$ cat config.mk
export PLATFORM = sky130hd
export DESIGN_NAME = tga_rle_stream_decoder
export DESIGN_NICKNAME = d
export VERILOG_FILES = /design/src/sv/tga_dec_pkg.sv /design/src/sv/tga_dec_parser.sv /design/src/sv/tga_dec_out_buf.sv /design/src/sv/tga_rle_stream_decoder.sv
export SDC_FILE = /design/constraint.sdc
export NUM_CORES = 2
export LEC_CHECK = 0
export ABC_AREA = 1
export BUFFER_PORTS_ARGS = -buffer_cell sky130_fd_sc_hd__buf_2
export CELL_PAD_IN_SITES_DETAIL_PLACEMENT = 0
export CELL_PAD_IN_SITES_GLOBAL_PLACEMENT = 1
export CORE_MARGIN = 2
export CORE_UTILIZATION = 43
export CTS_CLUSTER_DIAMETER = 30
export DETAILED_ROUTE_END_ITERATION = 6
export HOLD_SLACK_MARGIN = 0.02
export PLACE_DENSITY = 0.75
export SLEW_MARGIN = 20
export SYNTH_ARGS = -nofsm -noshare
export SYNTH_HDL_FRONTEND = slang
export SYNTH_SLANG_ARGS = --single-unit
$ cat constraint.sdc
create_clock -name i_clk -period 10.51 [get_ports i_clk]
set_input_delay 0.5255 -clock i_clk [delete_from_list [all_inputs] [get_ports i_clk]]
set_output_delay 0.5255 -clock i_clk [all_outputs]
set_load 0.1 [all_outputs]
$ cat src/sv/tga_dec_pkg.sv
// Shared types and constants for the TGA run-length stream decoder.
package tga_dec_pkg;

    // Largest accepted image side in pixels
    localparam logic [14:0] MAX_SIDE = 15'd32767;

    // Signature block
    localparam logic [3:0] SIG_LEN       = 4'd12;
    localparam logic [3:0] SIG_CHECKED   = 4'd6;
    localparam logic [3:0] SIG_TYPE_POS  = 4'd2;
    localparam logic [7:0] SIG_TYPE_RAW  = 8'd2;
    localparam logic [7:0] SIG_TYPE_RLE  = 8'd10;

    // Image field positions after the signature
    localparam logic [3:0] FLD_WIDTH_LO  = 4'd0;
    localparam logic [3:0] FLD_WIDTH_HI  = 4'd1;
    localparam logic [3:0] FLD_HEIGHT_LO = 4'd2;
    localparam logic [3:0] FLD_HEIGHT_HI = 4'd3;
    localparam logic [3:0] FLD_DEPTH     = 4'd4;

    localparam logic [7:0] DEPTH_24      = 8'd24;
    localparam logic [7:0] DEPTH_32      = 8'd32;
    localparam int         DESC_TOP_BIT  = 5;

    // Packet header: top bit marks a repeated pixel
    localparam logic [7:0] PKT_RUN_FLAG  = 8'd128;
    localparam logic [7:0] PKT_RUN_BIAS  = 8'd127;

    typedef enum logic [2:0] {
        PH_IDLE   = 3'd0,
        PH_SIG    = 3'd1,
        PH_FIELDS = 3'd2,
        PH_HEAD   = 3'd3,
        PH_COLOR  = 3'd4,
        PH_DONE   = 3'd5
    } t_phase;

    typedef enum logic [2:0] {
        KIND_HEADER   = 3'd0,
        KIND_RUN      = 3'd1,
        KIND_BAD_SIG  = 3'd2,
        KIND_BAD_SIZE = 3'd3,
        KIND_TRUNC    = 3'd4,
        KIND_TOO_MANY = 3'd5
    } t_kind;

    typedef struct packed {
        t_kind       kind;
        logic [7:0]  red;
        logic [7:0]  green;
        logic [7:0]  blue;
        logic [7:0]  alpha;
        logic [7:0]  run_length;
        logic [29:0] first_index;
        logic        image_done;
        logic [14:0] image_width;
        logic [14:0] image_height;
        logic        has_alpha;
        logic        top_down;
    } t_result;

endpackage

$ cat src/sv/tga_dec_parser.sv
// Byte parser: header checks, packet decode and pixel gathering, one byte per cycle while accepted.
module tga_dec_parser (
    input  logic                 i_clk,
    input  logic                 i_rst_n,
    input  logic                 i_accept,
    input  logic [7:0]           i_data_byte,
    input  logic                 i_start_of_file,
    input  logic                 i_end_of_input,
    output logic                 o_emit,
    output tga_dec_pkg::t_result o_result
);

    tga_dec_pkg::t_phase r_phase, n_phase;
    logic [3:0]  r_hdr_cnt, n_hdr_cnt;
    logic        r_compressed, n_compressed;
    logic [14:0] r_width, n_width;
    logic [14:0] r_height, n_height;
    logic        r_four, n_four;
    logic        r_top_down, n_top_down;
    logic [29:0] r_total, n_total;
    logic [29:0] r_done, n_done;
    logic        r_is_run, n_is_run;
    logic [7:0]  r_left, n_left;
    logic [31:0] r_color, n_color;
    logic [1:0]  r_bip, n_bip;

    // Next state and result for the byte being accepted
    always_comb begin
        logic [15:0] side;
        logic [7:0]  len;
        logic [29:0] remain;
        logic [2:0]  bip_inc;
        logic [2:0]  nbytes;

        side    = '0;
        len     = '0;
        remain  = '0;
        bip_inc = '0;
        nbytes  = '0;

        n_phase      = r_phase;
        n_hdr_cnt    = r_hdr_cnt;
        n_compressed = r_compressed;
        n_width      = r_width;
        n_height     = r_height;
        n_four       = r_four;
        n_top_down   = r_top_down;
        n_total      = r_total;
        n_done       = r_done;
        n_is_run     = r_is_run;
        n_left       = r_left;
        n_color      = r_color;
        n_bip        = r_bip;
        o_emit       = 1'b0;
        o_result     = '0;

        if (i_accept) begin
            // Start of file clears the parser first
            if (i_start_of_file) begin
                n_phase      = tga_dec_pkg::PH_SIG;
                n_hdr_cnt    = '0;
                n_compressed = 1'b0;
                n_width      = '0;
                n_height     = '0;
                n_four       = 1'b0;
                n_top_down   = 1'b0;
                n_total      = '0;
                n_done       = '0;
                n_is_run     = 1'b0;
                n_left       = '0;
                n_color      = '0;
                n_bip        = '0;
            end

            if (i_end_of_input) begin
                if (n_phase == tga_dec_pkg::PH_SIG || n_phase == tga_dec_pkg::PH_FIELDS ||
                    n_phase == tga_dec_pkg::PH_HEAD || n_phase == tga_dec_pkg::PH_COLOR) begin
                    n_phase       = tga_dec_pkg::PH_DONE;
                    o_emit        = 1'b1;
                    o_result.kind = tga_dec_pkg::KIND_TRUNC;
                end
            end else begin
                case (n_phase)
                    // Signature block: type byte plus zero bytes, then unchecked bytes
                    tga_dec_pkg::PH_SIG: begin
                        if (n_hdr_cnt == tga_dec_pkg::SIG_TYPE_POS &&
                            i_data_byte != tga_dec_pkg::SIG_TYPE_RAW &&
                            i_data_byte != tga_dec_pkg::SIG_TYPE_RLE) begin
                            n_phase       = tga_dec_pkg::PH_DONE;
                            o_emit        = 1'b1;
                            o_result.kind = tga_dec_pkg::KIND_BAD_SIG;
                        end else if (n_hdr_cnt != tga_dec_pkg::SIG_TYPE_POS &&
                                     n_hdr_cnt < tga_dec_pkg::SIG_CHECKED &&
                                     i_data_byte != 8'd0) begin
                            n_phase       = tga_dec_pkg::PH_DONE;
                            o_emit        = 1'b1;
                            o_result.kind = tga_dec_pkg::KIND_BAD_SIG;
                        end else begin
                            if (n_hdr_cnt == tga_dec_pkg::SIG_TYPE_POS) begin
                                n_compressed = (i_data_byte == tga_dec_pkg::SIG_TYPE_RLE);
                            end
                            n_hdr_cnt = n_hdr_cnt + 4'd1;
                            if (n_hdr_cnt >= tga_dec_pkg::SIG_LEN) begin
                                n_hdr_cnt = '0;
                                n_phase   = tga_dec_pkg::PH_FIELDS;
                            end
                        end
                    end

                    // Size, depth and descriptor
                    tga_dec_pkg::PH_FIELDS: begin
                        case (n_hdr_cnt)
                            tga_dec_pkg::FLD_WIDTH_LO: begin
                                n_width   = {7'd0, i_data_byte};
                                n_hdr_cnt = n_hdr_cnt + 4'd1;
                            end
                            tga_dec_pkg::FLD_WIDTH_HI: begin
                                side = {i_data_byte, n_width[7:0]};
                                if (side[15] || side == 16'd0 ||
                                    side[14:0] > tga_dec_pkg::MAX_SIDE) begin
                                    n_phase       = tga_dec_pkg::PH_DONE;
                                    o_emit        = 1'b1;
                                    o_result.kind = tga_dec_pkg::KIND_BAD_SIZE;
                                end else begin
                                    n_width   = side[14:0];
                                    n_hdr_cnt = n_hdr_cnt + 4'd1;
                                end
                            end
                            tga_dec_pkg::FLD_HEIGHT_LO: begin
                                n_height  = {7'd0, i_data_byte};
                                n_hdr_cnt = n_hdr_cnt + 4'd1;
                            end
                            tga_dec_pkg::FLD_HEIGHT_HI: begin
                                side = {i_data_byte, n_height[7:0]};
                                if (side[15] || side == 16'd0 ||
                                    side[14:0] > tga_dec_pkg::MAX_SIDE) begin
                                    n_phase       = tga_dec_pkg::PH_DONE;
                                    o_emit        = 1'b1;
                                    o_result.kind = tga_dec_pkg::KIND_BAD_SIZE;
                                end else begin
                                    n_height  = side[14:0];
                                    n_hdr_cnt = n_hdr_cnt + 4'd1;
                                end
                            end
                            tga_dec_pkg::FLD_DEPTH: begin
                                if (i_data_byte != tga_dec_pkg::DEPTH_24 &&
                                    i_data_byte != tga_dec_pkg::DEPTH_32) begin
                                    n_phase       = tga_dec_pkg::PH_DONE;
                                    o_emit        = 1'b1;
                                    o_result.kind = tga_dec_pkg::KIND_BAD_SIZE;
                                end else begin
                                    n_four    = (i_data_byte == tga_dec_pkg::DEPTH_32);
                                    n_hdr_cnt = n_hdr_cnt + 4'd1;
                                end
                            end
                            default: begin
                                // Descriptor byte closes the header
                                n_top_down = i_data_byte[tga_dec_pkg::DESC_TOP_BIT];
                                n_total    = {15'd0, n_width} * {15'd0, n_height};
                                n_done     = '0;
                                n_bip      = '0;
                                n_color    = '0;
                                n_hdr_cnt  = '0;
                                n_phase    = n_compressed ? tga_dec_pkg::PH_HEAD
                                                          : tga_dec_pkg::PH_COLOR;
                                o_emit                = 1'b1;
                                o_result.kind         = tga_dec_pkg::KIND_HEADER;
                                o_result.image_width  = n_width;
                                o_result.image_height = n_height;
                                o_result.has_alpha    = n_four;
                                o_result.top_down     = n_top_down;
                            end
                        endcase
                    end

                    // Packet header: length check against pixels still missing
                    tga_dec_pkg::PH_HEAD: begin
                        if (i_data_byte < tga_dec_pkg::PKT_RUN_FLAG) begin
                            n_is_run = 1'b0;
                            len      = i_data_byte + 8'd1;
                        end else begin
                            n_is_run = 1'b1;
                            len      = i_data_byte - tga_dec_pkg::PKT_RUN_BIAS;
                        end
                        remain = n_total - n_done;
                        if ({22'd0, len} > remain) begin
                            n_phase       = tga_dec_pkg::PH_DONE;
                            o_emit        = 1'b1;
                            o_result.kind = tga_dec_pkg::KIND_TOO_MANY;
                        end else begin
                            n_left  = len;
                            n_bip   = '0;
                            n_color = '0;
                            n_phase = tga_dec_pkg::PH_COLOR;
                        end
                    end

                    // Pixel bytes B,G,R[,A]
                    tga_dec_pkg::PH_COLOR: begin
                        n_color[8*n_bip +: 8] = n_color[8*n_bip +: 8] | i_data_byte;
                        bip_inc = {1'b0, n_bip} + 3'd1;
                        nbytes  = n_four ? 3'd4 : 3'd3;
                        if (bip_inc < nbytes) begin
                            n_bip = bip_inc[1:0];
                        end else begin
                            n_bip = '0;
                            len   = (n_compressed && n_is_run) ? n_left : 8'd1;
                            o_emit               = 1'b1;
                            o_result.kind        = tga_dec_pkg::KIND_RUN;
                            o_result.red         = n_color[23:16];
                            o_result.green       = n_color[15:8];
                            o_result.blue        = n_color[7:0];
                            o_result.alpha       = n_four ? n_color[31:24] : 8'd0;
                            o_result.run_length  = len;
                            o_result.first_index = n_done;
                            n_done  = n_done + {22'd0, len};
                            n_color = '0;
                            if (n_compressed) begin
                                n_left = n_is_run ? 8'd0 : n_left - 8'd1;
                            end
                            if (n_done >= n_total) begin
                                o_result.image_done = 1'b1;
                                n_phase = tga_dec_pkg::PH_DONE;
                            end else if (n_compressed && n_left == 8'd0) begin
                                n_phase = tga_dec_pkg::PH_HEAD;
                            end
                        end
                    end

                    default: begin
                        // Idle or finished: wait for start of file
                    end
                endcase
            end
        end
    end

    // State registers
    always_ff @(posedge i_clk) begin
        if (!i_rst_n) begin
            r_phase      <= tga_dec_pkg::PH_IDLE;
            r_hdr_cnt    <= '0;
            r_compressed <= 1'b0;
            r_width      <= '0;
            r_height     <= '0;
            r_four       <= 1'b0;
            r_top_down   <= 1'b0;
            r_total      <= '0;
            r_done       <= '0;
            r_is_run     <= 1'b0;
            r_left       <= '0;
            r_color      <= '0;
            r_bip        <= '0;
        end else begin
            r_phase      <= n_phase;
            r_hdr_cnt    <= n_hdr_cnt;
            r_compressed <= n_compressed;
            r_width      <= n_width;
            r_height     <= n_height;
            r_four       <= n_four;
            r_top_down   <= n_top_down;
            r_total      <= n_total;
            r_done       <= n_done;
            r_is_run     <= n_is_run;
            r_left       <= n_left;
            r_color      <= n_color;
            r_bip        <= n_bip;
        end
    end

endmodule

$ cat src/sv/tga_dec_out_buf.sv
// Two-entry result register with skid slot, decoupling the parser from a stalled receiver.
module tga_dec_out_buf (
    input  logic                 i_clk,
    input  logic                 i_rst_n,
    input  logic                 i_wr,
    input  tga_dec_pkg::t_result i_data,
    output logic                 o_not_full,
    output logic                 o_valid,
    input  logic                 i_ready,
    output tga_dec_pkg::t_result o_data
);

    logic                 r_main_valid;
    logic                 r_skid_valid;
    tga_dec_pkg::t_result r_main;
    tga_dec_pkg::t_result r_skid;
    logic                 pop;

    assign pop        = r_main_valid & i_ready;
    assign o_not_full = ~r_skid_valid;
    assign o_valid    = r_main_valid;
    assign o_data     = r_main;

    // Valid flags
    always_ff @(posedge i_clk) begin
        if (!i_rst_n) begin
            r_main_valid <= 1'b0;
            r_skid_valid <= 1'b0;
        end else if (pop) begin
            if (r_skid_valid) begin
                r_skid_valid <= 1'b0;
            end else begin
                r_main_valid <= i_wr;
            end
        end else if (i_wr) begin
            if (r_main_valid) begin
                r_skid_valid <= 1'b1;
            end else begin
                r_main_valid <= 1'b1;
            end
        end
    end

    // Payload, no reset needed
    always_ff @(posedge i_clk) begin
        if (pop) begin
            if (r_skid_valid) begin
                r_main <= r_skid;
            end else if (i_wr) begin
                r_main <= i_data;
            end
        end else if (i_wr) begin
            if (r_main_valid) begin
                r_skid <= i_data;
            end else begin
                r_main <= i_data;
            end
        end
    end

endmodule

$ cat src/sv/tga_rle_stream_decoder.sv
// Top level of the TGA run-length stream decoder.
// Usage:
//   Input channel (i_valid/o_ready) carries one file byte per request, with
//   start_of_file on the first byte and end_of_input to mark the end of the
//   stream. Output channel (o_valid/i_ready) carries at most one result per
//   input request: header, pixel run, or an error kind.
//   A result is written into the result register when the byte that
//   causes it is accepted. Throughput: one byte per cycle while o_ready is
//   high, set by the combinational parser feeding the result register.
//   The 15x15 size multiply is done once, on the descriptor byte.
//   A receiver stall is absorbed by a skid slot: bytes are still taken while
//   a result waits; o_ready drops only when both result slots are full.
//   Reset (synchronous, active low) empties the result slots and puts the
//   parser in idle, where bytes are ignored until start_of_file.
//   After an error or a finished image the parser is idle again until the
//   next start_of_file.
module tga_rle_stream_decoder (
    input  logic        i_clk,
    input  logic        i_rst_n,
    input  logic        i_valid,
    output logic        o_ready,
    input  logic [7:0]  i_data_byte,
    input  logic        i_start_of_file,
    input  logic        i_end_of_input,
    output logic        o_valid,
    input  logic        i_ready,
    output logic [2:0]  o_kind,
    output logic [7:0]  o_red,
    output logic [7:0]  o_green,
    output logic [7:0]  o_blue,
    output logic [7:0]  o_alpha,
    output logic [7:0]  o_run_length,
    output logic [29:0] o_first_index,
    output logic        o_image_done,
    output logic [14:0] o_image_width,
    output logic [14:0] o_image_height,
    output logic        o_has_alpha,
    output logic        o_top_down
);

    logic                 accept;
    logic                 emit;
    logic                 not_full;
    tga_dec_pkg::t_result result;
    tga_dec_pkg::t_result out_data;

    assign o_ready = not_full;
    assign accept  = i_valid & not_full;

    tga_dec_parser u_parser (
        .i_clk           (i_clk),
        .i_rst_n         (i_rst_n),
        .i_accept        (accept),
        .i_data_byte     (i_data_byte),
        .i_start_of_file (i_start_of_file),
        .i_end_of_input  (i_end_of_input),
        .o_emit          (emit),
        .o_result        (result)
    );

    tga_dec_out_buf u_out_buf (
        .i_clk      (i_clk),
        .i_rst_n    (i_rst_n),
        .i_wr       (emit),
        .i_data     (result),
        .o_not_full (not_full),
        .o_valid    (o_valid),
        .i_ready    (i_ready),
        .o_data     (out_data)
    );

    // Unpack result fields
    assign o_kind         = out_data.kind;
    assign o_red          = out_data.red;
    assign o_green        = out_data.green;
    assign o_blue         = out_data.blue;
    assign o_alpha        = out_data.alpha;
    assign o_run_length   = out_data.run_length;
    assign o_first_index  = out_data.first_index;
    assign o_image_done   = out_data.image_done;
    assign o_image_width  = out_data.image_width;
    assign o_image_height = out_data.image_height;
    assign o_has_alpha    = out_data.has_alpha;
    assign o_top_down     = out_data.top_down;

endmodule

======== Yosys cells after proc, flatten, opt, wreduce, memory -nomap -nowiden ========
Cells that the tools add are included.
word-level totals
  output and inout port bits .............. 108
  bits in registers ....................... 356
  input bits .............................. 14
  word-level logic and storage cells ...... 249
operators by class
  $add $sub $neg .......................... 8
  multipliers ............................. 1
  muxes and demuxes ....................... 140
  bitwise logic cells ..................... 6
  reductions and logical operators ........ 28
  equal/unequal tests ..................... 17
  shifts and indexed selects .............. 3
  order comparisons ....................... 8
operators by type and width
  cell                                                                     number
  106-bit 2-to-1 mux                                                       6
  30-bit 2-to-1 mux                                                        10
  32-bit 2-to-1 mux                                                        8
  15-bit 2-to-1 mux                                                        10
  8-bit 2-to-1 mux                                                         17
  103-bit 2-to-1 mux                                                       1
  32-bit one-hot mux with 3 select lines                                   1
  72-bit 2-to-1 mux                                                        1
  71-bit 2-to-1 mux                                                        1
  15-bit one-hot mux with 2 select lines                                   2
  30-bit one-hot mux with 2 select lines                                   1
  3-bit 2-to-1 mux                                                         19
  4-bit 2-to-1 mux                                                         9
  3-bit one-hot mux with 4 select lines                                    3
  5-bit negation with 34-bit output                                        1
  8-bit by 34-bit variable shift with 32-bit output, first input constant  1
  8-bit by 34-bit indexed part select with 32-bit output                   1
  1-bit 2-to-1 mux                                                         33
  32-bit bitwise mux                                                       1
  16-bit logical NOT                                                       2
  32-bit by 6-bit indexed part select with 8-bit output                    1
  30-bit by 8-bit adder with 30-bit output                                 1
  30-bit greater-or-equal comparator                                       1
  15-bit greater-than comparator, second input constant                    2
  46 further kinds                                                         78

======== Logic depth before layout (Yosys ltp) ========
  depth in word-level cells ............... 17
  mapped depth ............................ 39
  depth with buffers taken out ............ 36

======== Modules after synthesis ========
Synthesis repeated with hierarchy kept, for this count alone.
unflattened totals
  cell total of the unflattened synthesis .. 4,069
  area, all modules ....................... 30,325.3 um^2
by module, submodules not included
  module                  instances  cells each  sequential area each (um^2)  area each (um^2)
  tga_dec_parser          1          3,495       2,842.7                      22,036.1
  tga_dec_out_buf         1          572         6,406.1                      8,281.7
  tga_rle_stream_decoder  1          2           0.0                          7.5

======== Worst setup path before layout ========
OpenSTA, ideal clock, no wires.
  path kind ............................... in2reg
  from .................................... in i_start_of_file
  to ...................................... reg u_out_buf.r_main, in the netlist u_out_buf.o_data[0] (enable)
  buffers on the path ..................... 8
  arrival ................................. 9,301 ps
  setup slack ............................. 610 ps
  required time ........................... 9,911 ps
  stages .................................. 32
  setup time .............................. 599 ps
  cells stage by stage .................... buf_6 -> buf_6 -> buf_6 -> buf_2 -> buf_2 -> buf_2 -> buf_2 -> nor2_1 -> ha_1 -> fa_1 -> inv_1 -> nand3_1 -> nand2_2 -> xnor2_1 -> ha_1 -> nand2_1 -> nor2_1 -> o21ai_0 -> nand3_1 -> nand2_1 -> nand2_1 -> nand2_1 -> nor2_1 -> nand2_1 -> nor2_2 -> nand3_2 -> nor2_4 -> nand3_2 -> buf_6 -> nand4_1 -> nand2_1 -> a21boi_1
on the way
  word-level cells in the longest chain between the ends .. 12
  elaborated cells on any way between the ends .. 62
  those cells by class .................... add/sub (2); order compare (5); eq/ne (9); mux (28); reduce/logical (18)
ends and longest elaborated chain
  element                                                                    RTL line                      source
  from (decl)                                                                tga_rle_stream_decoder.sv:23  input logic i_start_of_file,
  parallel branches: the longest is 8 deep, another holds 30-bit subtractor  --
  1-bit 2-to-1 mux (*)                                                       tga_dec_parser.sv:75          if (i_end_of_input) begin
  1-bit 2-to-1 mux (*)                                                       tga_dec_parser.sv:57          if (i_accept) begin
  2-bit nonzero test (no line)                                               --
  3-bit AND reduction (no line) (*)                                          --
  to (signal assigned)                                                       tga_dec_out_buf.sv:48         r_main <= r_skid;
  to (signal assigned)                                                       tga_dec_out_buf.sv:50         r_main <= i_data;
  to (signal assigned)                                                       tga_dec_out_buf.sv:56         r_main <= i_data;
  to (decl)                                                                  tga_dec_out_buf.sv:15         tga_dec_pkg::t_result r_main;
Every way passes the cells marked *. The select of a mux whose other input is x is not followed.
A chain may end at the register's enable or synchronous reset.

======== Worst setup path in the final report ========
  from .................................... in i_start_of_file
  to ...................................... reg u_parser.r_total[29]
on the way
  word-level cells in the longest chain between the ends .. 7
  elaborated cells on any way between the ends .. 21
  those cells by class .................... mul (1); eq/ne (5); mux (13); reduce/logical (2)
ends and longest elaborated chain
  element                                                                                                 RTL line               source
  parallel branches: the longest is 6 deep, another holds 15-bit by 15-bit multiplier with 30-bit output  --
  30-bit 2-to-1 mux (*)                                                                                   tga_dec_parser.sv:75
  to (signal assigned)                                                                                    tga_dec_parser.sv:262  r_total <= n_total;
  to (decl)                                                                                               tga_dec_parser.sv:20   logic [29:0] r_total, n_total;
Marked as above.

==> impl_metrics.csv <==
group,metric,value,unit
floorplanning,ios,122,
cells_and_area,stdcell_area,33980,um2
outcome,outcome,"finished, final reports clean",
route,wl_per_cell,19.38,um
sta,fin_crit_sh,0.6841,
synth,yosys.area_share.simple,0.2242,
synth,synthFlopType,"edfxtp_1",
synth,synth_adder_area_share,0.1930,
sta,skew,0.04805,ns
cells_and_area,n_antenna_cell,0,
cells_and_area,layout.nets,4424,
global_routing,grt_max_degree,197,
worst_setup_path,worst-path-stages,24,
clock_network,clock_latency,0.66,ns
sta,hold_viol,0,
floorplanning,dieHeight,265.8,um
clock_network,cts_buffers,91,
global_routing,gr-total-overflow,0,
floorplanning,rows,95,
worst_setup_path,r2r_start,"u_parser.r_width[13]$_SDFFE_PN0P_",
synth,synth.avg_cell_area,7.413,um2
sta,fin_setup_tns,0,ns
placement,placed_area,30730,um2
cells_and_area,mostFrequentLayoutCell,"nand2_1",
route,drc,0,
clock_network,cts_tree,"built",
global_routing,gr-usage-all-layers,0.2738,
clock_network,clock-sinks,356,
worst_setup_path,cp_num_buf_inv,6,
synth,synth_warnings,0,
route,num_vias,26660,
clock_network,cts_hold_buf,0,
worst_setup_path,start_kind,"primary input",
placement,dp_hpwl,72700,um
cells_and_area,nFillCells,6764,
sta,period_needed,7.190,ns
synth,seq_area_frac_synth,0.3139,
worst_setup_path,crit_start,"i_start_of_file",
sta,worst_pin_slew,1.013,ns
clock_network,htreeDepth,3,
global_routing,antenna_found_initial,0,
sta,drv_slew,0,
worst_setup_path,r2r_end,"u_parser.r_total[29]$_SDFFE_PN0P_",
worst_setup_path,crit_top_cell,"fa_1",
placement,place.port_buffers,121,
cells_and_area,area_growth,15.34,%
pwr,power_density,156.5,nW/um2
synth,synth_xor_area_frac,0.01368,
synth,synth_top_family_by_area,"simple AND/OR/NAND/NOR gates",
placement,gp_routability_congestion,0.9341,
worst_setup_path,cp_data_required_time,11.04,ns
worst_setup_path,endpoint,"u_parser.r_total[29]$_SDFFE_PN0P_",
cells_and_area,stdcell_count,5008,
clock_network,cts_resized,0,
global_routing,grt_pass1_wl,150500,um
sta,fmax,0.1391,GHz
min_path,hp-class,"primary input to flip-flop",
route,drt.antenna.violating_nets,0,
worst_setup_path,path_max_fanout,81,
synth,netlist_area,29460,um2
worst_setup_path,cpMaxStageDelayCell,"inv_6",
worst_setup_path,arrival,7.72,ns
route,viasPerCell,5.324,
worst_setup_path,crit_chain,"buf_4 -> inv_6 -> nand2_1 -> inv_1 -> nand2_1 -> fa_1 -> fa_1 -> inv_1 -> fa_1 -> fa_1 -> fa_1 -> inv_1 -> fa_1 -> inv_1 -> ha_1 -> nand2_1 -> nor4_1 -> nand4_1 -> nand3_1 -> nand2_1 -> nand3_1 -> or2_2 -> nand3_1 -> a221oi_1",
route,finalWirelength,97060,um
floorplanning,die_w,265.8,um
sta,rsz0062_at_grt,"no",
worst_setup_path,crit_family,"adder cells",
flow_run,drv_cap,0,
worst_setup_path,criticalPathCategory,"primary input to flip-flop",
floorplanning,die_area,70620,um2
cells_and_area,post_route_cells_drive_above_1_share,0.09262,
synth,synth_edf_count,212,
worst_setup_path,cp-end-kind,"flip-flop",
route,drt_pre_antenna_iters,6,
floorplanning,start_util,0.4364,
cells_and_area,fin_util,0.5033,
clock_network,clockBufferDepth,3,
sta,setup_viol,0,
sta,max_slew_margin,0.3243,
route,drt_iter0_markers,2371,
clock_network,root_buffer,"clkbuf_16",
synth,synth_mux_area_frac,0,
worst_setup_path,reg2reg_setup_slack,3.50,ns
clock_network,cts.clk_slew.worst_paths,0.05,ns
worst_setup_path,slowest_delay,0.62,ns
synth,syn-num-nets,4341,
clock_network,post-cts-setup-buffers,0,
synth,netlist_instances,3974,
pwr,p_leak,0.01538,uW
synth,yosysUniqueCellTypes,58,
floorplanning,fp.coreArea,67510,um2
worst_setup_path,worstRegToRegCells,24,
synth,synthArstFlopShare,0,
synth,synth_compound_area_frac,0.1435,
pwr,vdd_ir_drop_max,106.6,uV
global_routing,grt_pass1_vias,25700,
synth,ys_seq_elements,356,
pwr,power,5319,uW
placement,placed_cells,4836,
cells_and_area,final_cell_mix,"nand2_1 (889), inv_1 (674), nor2_1 (446), o21ai_0 (296), a21oi_1 (289)",
worst min-delay path: stages:
cell and delay, ns:
buf_2 0.09, nand2_1 0.09, nand2_1 0.07, a21oi_1 0.04
per-layer routing:
layer	GRT usage	share of wire	wire (um)	up-vias
li1	-	-	-	13000
met4	0.09687	0.033	3215	0
met1	0.3861	0.45	44140	12620
met2	0.4326	0.45	43870	867
met5	0	0	0	-
met3	0.03475	0.060	5836	185
through the flow:
step / hold WS, ns / setup WS [ns]
floorplan: 0.4374 / 0.6099
global placement: 0.4526 / 2.796
detailed placement: 0.4544 / 2.721
CTS: 0.1968 / 3.382
global route: 0.2661 / 2.908
finish: 0.2256 / 3.320
area by class of cell:
| cell class | instances | area (um2) | area share |
|---|---|---|---|
| Multi-Input combinational cell | 2760 | 16960 | 0.4990 |
| Clock inverter | 66 | 843.3 | 0.02482 |
| Sequential cell | 356 | 9249 | 0.2722 |
| Timing Repair Buffer | 142 | 790.8 | 0.02327 |
| Clock buffer | 105 | 2391 | 0.07037 |
| Inverter | 706 | 2656 | 0.07817 |
| Tap cell | 873 | 1092 | 0.03215 |
sequential cells by signal, indices dropped and copies added, names as in the netlist:
signal                  cells
u_parser.r_compressed       1
u_parser.r_is_run           1
u_parser.r_phase            3
u_out_buf.o_data          106
u_out_buf.o_valid           1
u_parser.r_four             1
u_out_buf.r_skid_valid      1
u_parser.r_height          15
u_parser.r_hdr_cnt          4
u_parser.r_done            30
u_parser.r_width           15
u_parser.r_bip              2
u_out_buf.r_skid          106
u_parser.r_color           32
u_parser.r_total           30
u_parser.r_left             8
cell families after synthesis:
logic type               after synthesis
AO/OA/AOI/OAI                        762
XOR/XNOR                              46
adder cells (fa/ha/maj)              353
buffers and inverters                858
flip-flops                           356
AND/OR/NAND/NOR                     1599
cells in the mapped netlist, types with 10 or more instances:
cell type / count / share of area
o21ai_0: 296 / 0.050
nor2_1: 449 / 0.057
a21oi_1: 289 / 0.049
ha_1: 184 / 0.078
dfxtp_1: 144 / 0.098
nor3_1: 34 / 0.0058
nand2_1: 891 / 0.11
a221oi_1: 29 / 0.0086
inv_1: 676 / 0.086
nor2_4: 11 / 0.0042
nand4_1: 33 / 0.0070
xor2_1: 33 / 0.0098
nand2_2: 10 / 0.0021
nand3_1: 121 / 0.021
clkbuf_1: 114 / 0.015
fa_1: 169 / 0.11
edfxtp_1: 212 / 0.22
inv_2: 20 / 0.0025
o211ai_1: 22 / 0.0056
a31oi_1: 10 / 0.0021
nor4_1: 14 / 0.0030
o22ai_1: 57 / 0.012
xnor2_1: 13 / 0.0039
buf_2: 24 / 0.0041
where the power goes:
group | internal, uW | total (uW) | switching, uW
logic | 175 | 824 | 649
registers | 1550 | 1580 | 32.4
clock network | 1980 | 2920 | 934
how the worst min path moves through the flow:
stage                                           start                             endpoint  slack, ns  depth (start not counted)
floorplan           u_parser.r_total[11]$_SDFFE_PN0P_    u_parser.r_total[11]$_SDFFE_PN0P_       0.44                          2
global placement       u_parser.r_bip[1]$_SDFFE_PN0P_       u_parser.r_bip[1]$_SDFFE_PN0P_       0.45                          2
detailed placement    u_parser.r_done[0]$_SDFFE_PN0P_      u_parser.r_done[0]$_SDFFE_PN0P_       0.45                          2
CTS                                           i_ready  u_out_buf.r_skid_valid$_SDFFE_PP0P_       0.20                          4
global route                                  i_ready  u_out_buf.r_skid_valid$_SDFFE_PP0P_       0.27                          4
finish                                        i_ready  u_out_buf.r_skid_valid$_SDFFE_PP0P_       0.23                          4
No activity file was read; power rests on OpenSTA's default activity.
